==> src/hgl_pkg.sv <==
`timescale 1ns / 1ps
// Shared types and constants for the heightfield gradient / Laplacian block.
// No dependencies.
package hgl_pkg;

    // Default grid limits
    localparam int DEF_MAX_WIDTH  = 1024;
    localparam int DEF_MAX_HEIGHT = 1024;

    // Field widths
    localparam int SAMPLE_W     = 16;
    localparam int RESULT_W     = 32;
    localparam int COORD_W      = 10;
    localparam int CFG_DIM_W    = 11;
    localparam int CFG_FACTOR_W = 16;
    localparam int CFG_INDEX_W  = 3;
    localparam int CFG_DATA_W   = 16;
    localparam int RADICAND_W   = 64;
    localparam int OUT_TDATA_W  = 152;

    // Configuration register indexes
    localparam logic [CFG_INDEX_W-1:0] CFG_GRID_WIDTH  = 3'd0;
    localparam logic [CFG_INDEX_W-1:0] CFG_GRID_HEIGHT = 3'd1;
    localparam logic [CFG_INDEX_W-1:0] CFG_X_FACTOR    = 3'd2;
    localparam logic [CFG_INDEX_W-1:0] CFG_Y_FACTOR    = 3'd3;
    localparam logic [CFG_INDEX_W-1:0] CFG_LAP_FACTOR  = 3'd4;

    // Configuration reset values
    localparam logic [CFG_DIM_W-1:0]    RST_GRID_WIDTH  = 11'd1024;
    localparam logic [CFG_DIM_W-1:0]    RST_GRID_HEIGHT = 11'd1024;
    localparam logic [CFG_FACTOR_W-1:0] RST_X_FACTOR    = 16'd128;
    localparam logic [CFG_FACTOR_W-1:0] RST_Y_FACTOR    = 16'd128;
    localparam logic [CFG_FACTOR_W-1:0] RST_LAP_FACTOR  = 16'd256;

    // Input item kinds (tuser)
    localparam logic MODE_SAMPLE = 1'b0;
    localparam logic MODE_FLUSH  = 1'b1;

    // Sequencer states
    typedef enum logic [2:0] {
        ST_IDLE,
        ST_RD_MID,
        ST_RD_SIDE,
        ST_SAT_SQ,
        ST_ROOT_GO,
        ST_ROOT_WAIT,
        ST_EMIT
    } t_state;

    // Square-root unit status
    typedef struct packed {
        logic busy;
        logic done;
    } t_root_stat;

endpackage

==> src/hgl_isqrt.sv <==
`timescale 1ns / 1ps
// Floor square root of a 64-bit value, one root bit per cycle.
// Depends on hgl_pkg.
module hgl_isqrt
    import hgl_pkg::*;
(
    input  logic                  i_clk,
    input  logic                  i_rst_n,
    input  logic                  i_start,
    input  logic [RADICAND_W-1:0] i_radicand,
    output t_root_stat            o_stat,
    output logic [RESULT_W-1:0]   o_root
);

    localparam int CNT_W = $clog2(RESULT_W);
    localparam int REM_W = RESULT_W + 3;

    logic                  r_busy, n_busy;
    logic                  r_done, n_done;
    logic [CNT_W-1:0]      r_cnt, n_cnt;
    logic [RADICAND_W-1:0] r_rad, n_rad;
    logic [REM_W-1:0]      r_rem, n_rem;
    logic [RESULT_W-1:0]   r_root, n_root;
    logic [REM_W-1:0]      rem_sh;
    logic [REM_W-1:0]      trial;

    // Digit-by-digit recurrence: bring down two bits, try root*4+1
    always_comb begin
        n_busy = r_busy;
        n_done = 1'b0;
        n_cnt  = r_cnt;
        n_rad  = r_rad;
        n_rem  = r_rem;
        n_root = r_root;
        rem_sh = {r_rem[REM_W-3:0], r_rad[RADICAND_W-1 -: 2]};
        trial  = REM_W'({r_root, 2'b01});
        if (i_start) begin
            n_busy = 1'b1;
            n_cnt  = CNT_W'(RESULT_W - 1);
            n_rad  = i_radicand;
            n_rem  = '0;
            n_root = '0;
        end else if (r_busy) begin
            n_rad = {r_rad[RADICAND_W-3:0], 2'b00};
            if (rem_sh >= trial) begin
                n_rem  = rem_sh - trial;
                n_root = {r_root[RESULT_W-2:0], 1'b1};
            end else begin
                n_rem  = rem_sh;
                n_root = {r_root[RESULT_W-2:0], 1'b0};
            end
            n_cnt = r_cnt - 1'b1;
            if (r_cnt == '0) begin
                n_busy = 1'b0;
                n_done = 1'b1;
            end
        end
    end

    always_ff @(posedge i_clk) begin
        if (!i_rst_n) begin
            r_busy <= 1'b0;
            r_done <= 1'b0;
        end else begin
            r_busy <= n_busy;
            r_done <= n_done;
        end
        r_cnt  <= n_cnt;
        r_rad  <= n_rad;
        r_rem  <= n_rem;
        r_root <= n_root;
    end

    assign o_stat.busy = r_busy;
    assign o_stat.done = r_done;
    assign o_root      = r_root;

endmodule
==> config.mk <==
export PLATFORM = sky130hd
export DESIGN_NAME = hgl_isqrt
export DESIGN_NICKNAME = d
export VERILOG_FILES = /design/src/hgl_pkg.sv /design/src/hgl_isqrt.sv
export SDC_FILE = /design/constraint.sdc
export NUM_CORES = 1
export LEC_CHECK = 0
export ABC_AREA = 1
export BUFFER_PORTS_ARGS = -buffer_cell sky130_fd_sc_hd__buf_2
export CAP_MARGIN = 10
export CORE_MARGIN = 10
export CORE_UTILIZATION = 55
export DETAILED_ROUTE_END_ITERATION = 8
export PLACE_DENSITY = 0.76
export SLEW_MARGIN = 40
export SYNTH_ARGS = -nofsm -noshare
export SYNTH_HDL_FRONTEND = slang
export SYNTH_SLANG_ARGS = --single-unit
==> constraint.sdc <==
create_clock -name i_clk -period 5.15 [get_ports i_clk]
set_input_delay 0.2575 -clock i_clk [delete_from_list [all_inputs] [get_ports i_clk]]
set_output_delay 0.2575 -clock i_clk [all_outputs]
set_load 0.02 [all_outputs]
## Word level (Yosys, flattened, before mapping)

Index checks and enable logic that the tools add are counted.

| word-level totals | value |
|---|---|
| output and inout port bits | 34 |
| register bits after elaboration | 136 |
| bits of input ports | 67 |

| cells by class | value |
|---|---|
| $lt $le $gt $ge | 1 |
| bitwise logic cells | 2 |
| muxes and demuxes | 8 |
| reductions and logical operators | 3 |
| $add $sub $neg | 2 |

Operators with widths:

| cell | count |
|---|---|
| two-way mux 64 bit | 2 |
| greater-or-equal comparator 35 x 34 -> 1 bit | 1 |
| two-way mux 33 bit | 1 |
| subtractor 33 bit | 1 |
| zero test 5 bit | 1 |
| two-way mux 1 bit | 5 |
| subtractor 5 x 1 -> 5 bit (second input constant) | 1 |
| OR reduction 3 bit | 1 |
| inverter 1 bit | 2 |
| nonzero test 2 bit | 1 |

## Depth between registers and ports, before layout

| depth | value |
|---|---|
| depth in word-level cells | 4 |
| mapped depth | 16 |

## Worst setup path after synthesis

OpenSTA, ideal clock, no wires.

| path | value |
|---|---|
| path type | input to register |
| start | input port i_start |
| end | register r_rad[0], enable pin |
| arrival | 2622 ps |
| setup slack | 2075 ps |
| stages | 4 |
| cell sequence | clkbuf_1 -> nor2_1 -> clkinv_1 -> buf_1 |

| between the ends | value |
|---|---|
| cells in the longest elaborated chain, start to end | 1 |

RTL lines:

| what | RTL line | RTL |
|---|---|---|
| from (decl) | hgl_isqrt.sv:9 | `input logic i_start,` |
| nonzero test 2 bit (no source line) | n/a |  |
| to (signal assigned) | hgl_isqrt.sv:69 | `r_rad <= n_rad;` |
| to (decl) | hgl_isqrt.sv:21 | `logic [RADICAND_W-1:0] r_rad, n_rad;` |

Every way passes these cells.
A chain may end at the register's enable or synchronous reset.

## Worst setup path after layout

| path | value |
|---|---|
| start | register r_root[22], in the netlist o_root[22] |
| end | register r_rem[25] |

| between the ends | value |
|---|---|
| cells in the longest elaborated chain, start to end | 2 |
| elaborated cells on any way between the ends | 3 |
| those cells by class | add/sub: 1; order compare: 1; mux: 1 |

RTL lines:

| what | RTL line | RTL |
|---|---|---|
| from (decl) | hgl_isqrt.sv:23 | `logic [RESULT_W-1:0] r_root, n_root;` |
| from (signal assigned) | hgl_isqrt.sv:71 | `r_root <= n_root;` |
| subtractor 33 bit or greater-or-equal comparator 35 x 34 -> 1 bit (tied branches) | hgl_isqrt.sv:46, hgl_isqrt.sv:45 |  |
| two-way mux 33 bit (*) | hgl_isqrt.sv:45 | `if (rem_sh >= trial) begin` |
| to (signal assigned) | hgl_isqrt.sv:70 | `r_rem <= n_rem;` |
| to (decl) | hgl_isqrt.sv:22 | `logic [REM_W-1:0] r_rem, n_rem;` |

Every way passes the cells marked *; elsewhere a longest branch is shown, timed or not.

==> impl_results.md <==
* Worst endpoint data arrival time at 3.20 ns
* Count of standard-cell rows at 44
* DIE AREA at 0.02010 sq mm
* Synthesized instance count at 1181
* Final TNS setup at 0 ns
* CP Max Fanout at 34
* Synth Area in Adders at 0.05523
* Synthesis Warnings at 0
* Mean area per synthesized cell at 6.905 sq um
* Source-to-sink clock delay at the later pin of the worst-skew pair at 0.44 ns
* Critical Path Start Type: flip-flop
* TritonCTS clock tree: built
* # diodes at 0
* Gp weighted congestion at 0.9445
* Global-route wire length before repair at 34890 um
* Overflow left after global routing at 0
* Via count normalized by instance count at 5.033
* PD cells at 572.4 mW/mm^2
* # port buffers at 100
* Post-layout min period at 2.879 ns
* Half-perimeter wire length of the detailed placement result at 15150 um
* Hold_buf cts at 0
* Rel. slew slack at 0.4794
* DRC violation total after the first TritonRoute iteration at 550
* Drt wl/cell at 14.13 um
* Layout cell share with drive strength beyond 1 at 0.1271
* Top-level I/O count at 101
* Via Count at 7379
* Hold/Removal Path Class: in -> reg
* Clock transition at the registers of the reported paths at 0.07 ns
* Total standard cell area after synthesis at 0.008155 sq mm
* Worst vdd rail ir drop at 0.0003047 V
* RSZ-0062 raised after global routing: false
* Resized cells post-CTS at 0
* Setup crit end kind: flip-flop
* Chip width at 141.8 um
* First drt pass iteration count at 5
* Critical path type: reg -> reg
* Maximum number of pins on one net before global-route repair at 70
* Antenna Violating Nets Remaining at 0
* Final Cycle Share at 0.5589
* Area growth from synthesis to final layout at 14.41%
* Main synth FF type: sky130_fd_sc_hd__dfxtp_1
* Slew at the pin closest to its max-slew limit at 0.7790 ns
* TritonCTS buffer count at 17
* Synthesized-area fraction occupied by xor and xnor cells at 0.01611
* Starting Density at 0.5611
* F_max at 0.3474 GHz
* Total global routing track utilization at 0.2116
* Detailed-route wire length at 20710 um
* Setup slack after placement at 2.314 ns
* Hold violation total from the final report at 0
* Clock Root Buffer: sky130_fd_sc_hd__clkbuf_16
* Biggest area consumer among synthesized cells: sky130_fd_sc_hd__nand2_1
* Clk buf depth at 2
* Number of setup violations in the final report at 0
* Proportion of synthesized chip area in sequential cells at 0.4124
* Async set-reset flop share out of synthesis at 0
* Total number of clock tree sinks at 136
* Combinational family with the most area after synthesis: simple AND/OR/NAND/NOR gates
* Basic-gate share of the synthesized area counting and, or, nand and nor cells at 0.3549
* Final Slew Violations at 0
* Fraction of synthesized area in multiplexers at 0
* Core box area at 0.01453 sq mm
* Distinct cell type count after synthesis at 37
* Buffer count from post-CTS setup fixing at 0
* Clock skew at 0.01970 ns
* Flip-flop and latch count after synthesis at 136
* Compound-cell area share of the yosys netlist at 0.05523
* Layout fillers at 1367
* Number of global-route vias before repair at 7406
* Yosys top cell area share at 0.2458
* H-tree level count at 4
* Number of DRC violations after detailed routing at 0
* Leakage at 5.024 nW
* Final net count at 1372
* Syn nets at 1284
* Required time of the worst setup path at 5.47 ns
* Number of antenna violations at the first check in global routing at 0
* Height of the die at 141.8 um
* Worst setup margin at 2.271 ns
* Top post-synthesis cells by area: sky130_fd_sc_hd__nand2_1 (25%), sky130_fd_sc_hd__edfxtp_1 (24%), sky130_fd_sc_hd__dfxtp_1 (18%)
* Run status: finished clean
* Number of synthesized flops with an enable pin at 64
* Max-capacitance violation count at 0
[state kept, by name, indices dropped and copies added, names as in the netlist]
name and flops:
r_rad 64, r_rem 33, o_root 32, r_cnt 5, r_busy 1, r_done 1
[worst paths after layout]
path / end / slack (ns) / depth (start not counted) / from
worst min-delay path: r_done$_SDFF_PP0_ / 0.07 / 3 / i_rst_n
worst min register to register: r_rem[31]$_SDFFE_PP0P_ / 0.46 / 2 / r_rem[31]$_SDFFE_PP0P_
worst max-delay path: r_rem[25]$_SDFFE_PP0P_ / 2.27 / 14 / o_root[22]$_SDFFE_PP0P_
worst max register to register: r_rem[25]$_SDFFE_PP0P_ / 2.27 / 14 / o_root[22]$_SDFFE_PP0P_
[cell usage in the layout (no fill, tap or decap), types with 3 or more instances in the layout]
master and n:
sky130_fd_sc_hd__o21ai_0 6, sky130_fd_sc_hd__inv_2 4, sky130_fd_sc_hd__o22ai_1 31, sky130_fd_sc_hd__nor2_1 40, sky130_fd_sc_hd__xor2_1 3, sky130_fd_sc_hd__edfxtp_1 64, sky130_fd_sc_hd__inv_1 178, sky130_fd_sc_hd__buf_4 5
sky130_fd_sc_hd__nand3b_1 15, sky130_fd_sc_hd__o21ai_1 10, sky130_fd_sc_hd__inv_8 5, sky130_fd_sc_hd__clkbuf_16 17, sky130_fd_sc_hd__ha_1 36, sky130_fd_sc_hd__nand3_1 76, sky130_fd_sc_hd__a21oi_1 20, sky130_fd_sc_hd__nand2_1 534
sky130_fd_sc_hd__nand4_1 6, sky130_fd_sc_hd__nand2_2 6, sky130_fd_sc_hd__nor2_2 8, sky130_fd_sc_hd__o21bai_1 6, sky130_fd_sc_hd__buf_2 100, sky130_fd_sc_hd__xnor2_1 12, sky130_fd_sc_hd__dfxtp_1 72, sky130_fd_sc_hd__inv_6 4
sky130_fd_sc_hd__clkinvlp_4 3, sky130_fd_sc_hd__nor3_1 4
[synth_stat cells, types with 2 or more instances]
| cell | n |
|---|---|
| sky130_fd_sc_hd__a21oi_1 | 20 |
| sky130_fd_sc_hd__clkbuf_1 | 20 |
| sky130_fd_sc_hd__nor2_1 | 41 |
| sky130_fd_sc_hd__buf_6 | 3 |
| sky130_fd_sc_hd__edfxtp_1 | 64 |
| sky130_fd_sc_hd__ha_1 | 36 |
| sky130_fd_sc_hd__o21bai_1 | 6 |
| sky130_fd_sc_hd__and2_1 | 2 |
| sky130_fd_sc_hd__o22ai_1 | 31 |
| sky130_fd_sc_hd__nor2_4 | 2 |
| sky130_fd_sc_hd__buf_2 | 5 |
| sky130_fd_sc_hd__xnor2_1 | 12 |
| sky130_fd_sc_hd__buf_1 | 4 |
| sky130_fd_sc_hd__nor2_2 | 7 |
| sky130_fd_sc_hd__nand2_2 | 6 |
| sky130_fd_sc_hd__nand4_1 | 6 |
| sky130_fd_sc_hd__nand2_1 | 534 |
| sky130_fd_sc_hd__dfxtp_1 | 72 |
| sky130_fd_sc_hd__o21ai_1 | 10 |
| sky130_fd_sc_hd__nand3b_1 | 15 |
| sky130_fd_sc_hd__inv_2 | 3 |
| sky130_fd_sc_hd__nor3_1 | 4 |
| sky130_fd_sc_hd__o21ai_0 | 6 |
| sky130_fd_sc_hd__nand3_1 | 76 |
| sky130_fd_sc_hd__inv_1 | 179 |
| sky130_fd_sc_hd__buf_4 | 4 |
| sky130_fd_sc_hd__xor2_1 | 3 |
[layout make-up]
type | instances | area (sq um) | share of cell area
flip-flops and latches | 136 | 3363 | 0.3605
clock inverters | 15 | 155.1 | 0.01663
well taps | 184 | 230.2 | 0.02467
inverters | 183 | 689.4 | 0.07389
clock buffers | 17 | 425.4 | 0.04559
multi-input cells | 826 | 3929 | 0.4211
repair buffers | 105 | 538.0 | 0.05766
[metrics by stage]
step	utilization	area (sq um)	std cells	hold slack (ns)	total power [mW]
final	0.6420	9330	1466	0.06669	5.341
after floorplan	-	8155	1181	0.3849	3.540
after global placement	0.6020	8750	1434	0.4420	4.100
after global routing	0.6420	9330	1466	0.07277	5.805
after detailed placement	0.6020	8750	1434	0.4491	4.118
after CTS	0.6420	9330	1466	0.06004	5.333
[metal layers]
| metal | global-route usage | wire [um] | vias up |
|---|---|---|---|
| li1 | - | - | 3866 |
| met1 | 0.2502 | 9058 | 3302 |
| met2 | 0.3599 | 9991 | 182 |
| met3 | 0.06142 | 1267 | 29 |
| met4 | 0.06885 | 391 | 0 |
| met5 | 0 | 0 | - |
[cells by family (layout without fill, tap and decap cells)]
logic type	count (synthesis)	after routing
AOI/OAI and AO/OA	77	77
xor gates and xnor gates	15	15
adders and majority gates	36	36
buffers and inverters	219	320
DFF	136	136
and+or+nand+nor	698	698
[worst max-delay path, cell delays in order (launching register included)]
cell and delay [ns]:
sky130_fd_sc_hd__dfxtp_1 0.33, sky130_fd_sc_hd__inv_1 0.07, sky130_fd_sc_hd__ha_1 0.37, sky130_fd_sc_hd__nand2_1 0.09, sky130_fd_sc_hd__nand2_1 0.07, sky130_fd_sc_hd__a21oi_1 0.22, sky130_fd_sc_hd__nand2_1 0.11, sky130_fd_sc_hd__nand2_1 0.06
sky130_fd_sc_hd__nand2_1 0.07, sky130_fd_sc_hd__nor2_4 0.60, sky130_fd_sc_hd__nand2_8 0.28, sky130_fd_sc_hd__nand2_2 0.28, sky130_fd_sc_hd__nand2_1 0.08, sky130_fd_sc_hd__nand2_1 0.06, sky130_fd_sc_hd__nand2_1 0.05
[power by group]
part / switching [mW] / internal, mW
Clock: 0.554 / 0.645
Combinational: 1.89 / 0.925
Sequential: 0.0636 / 1.27
(Power assumes the default switching activity.)
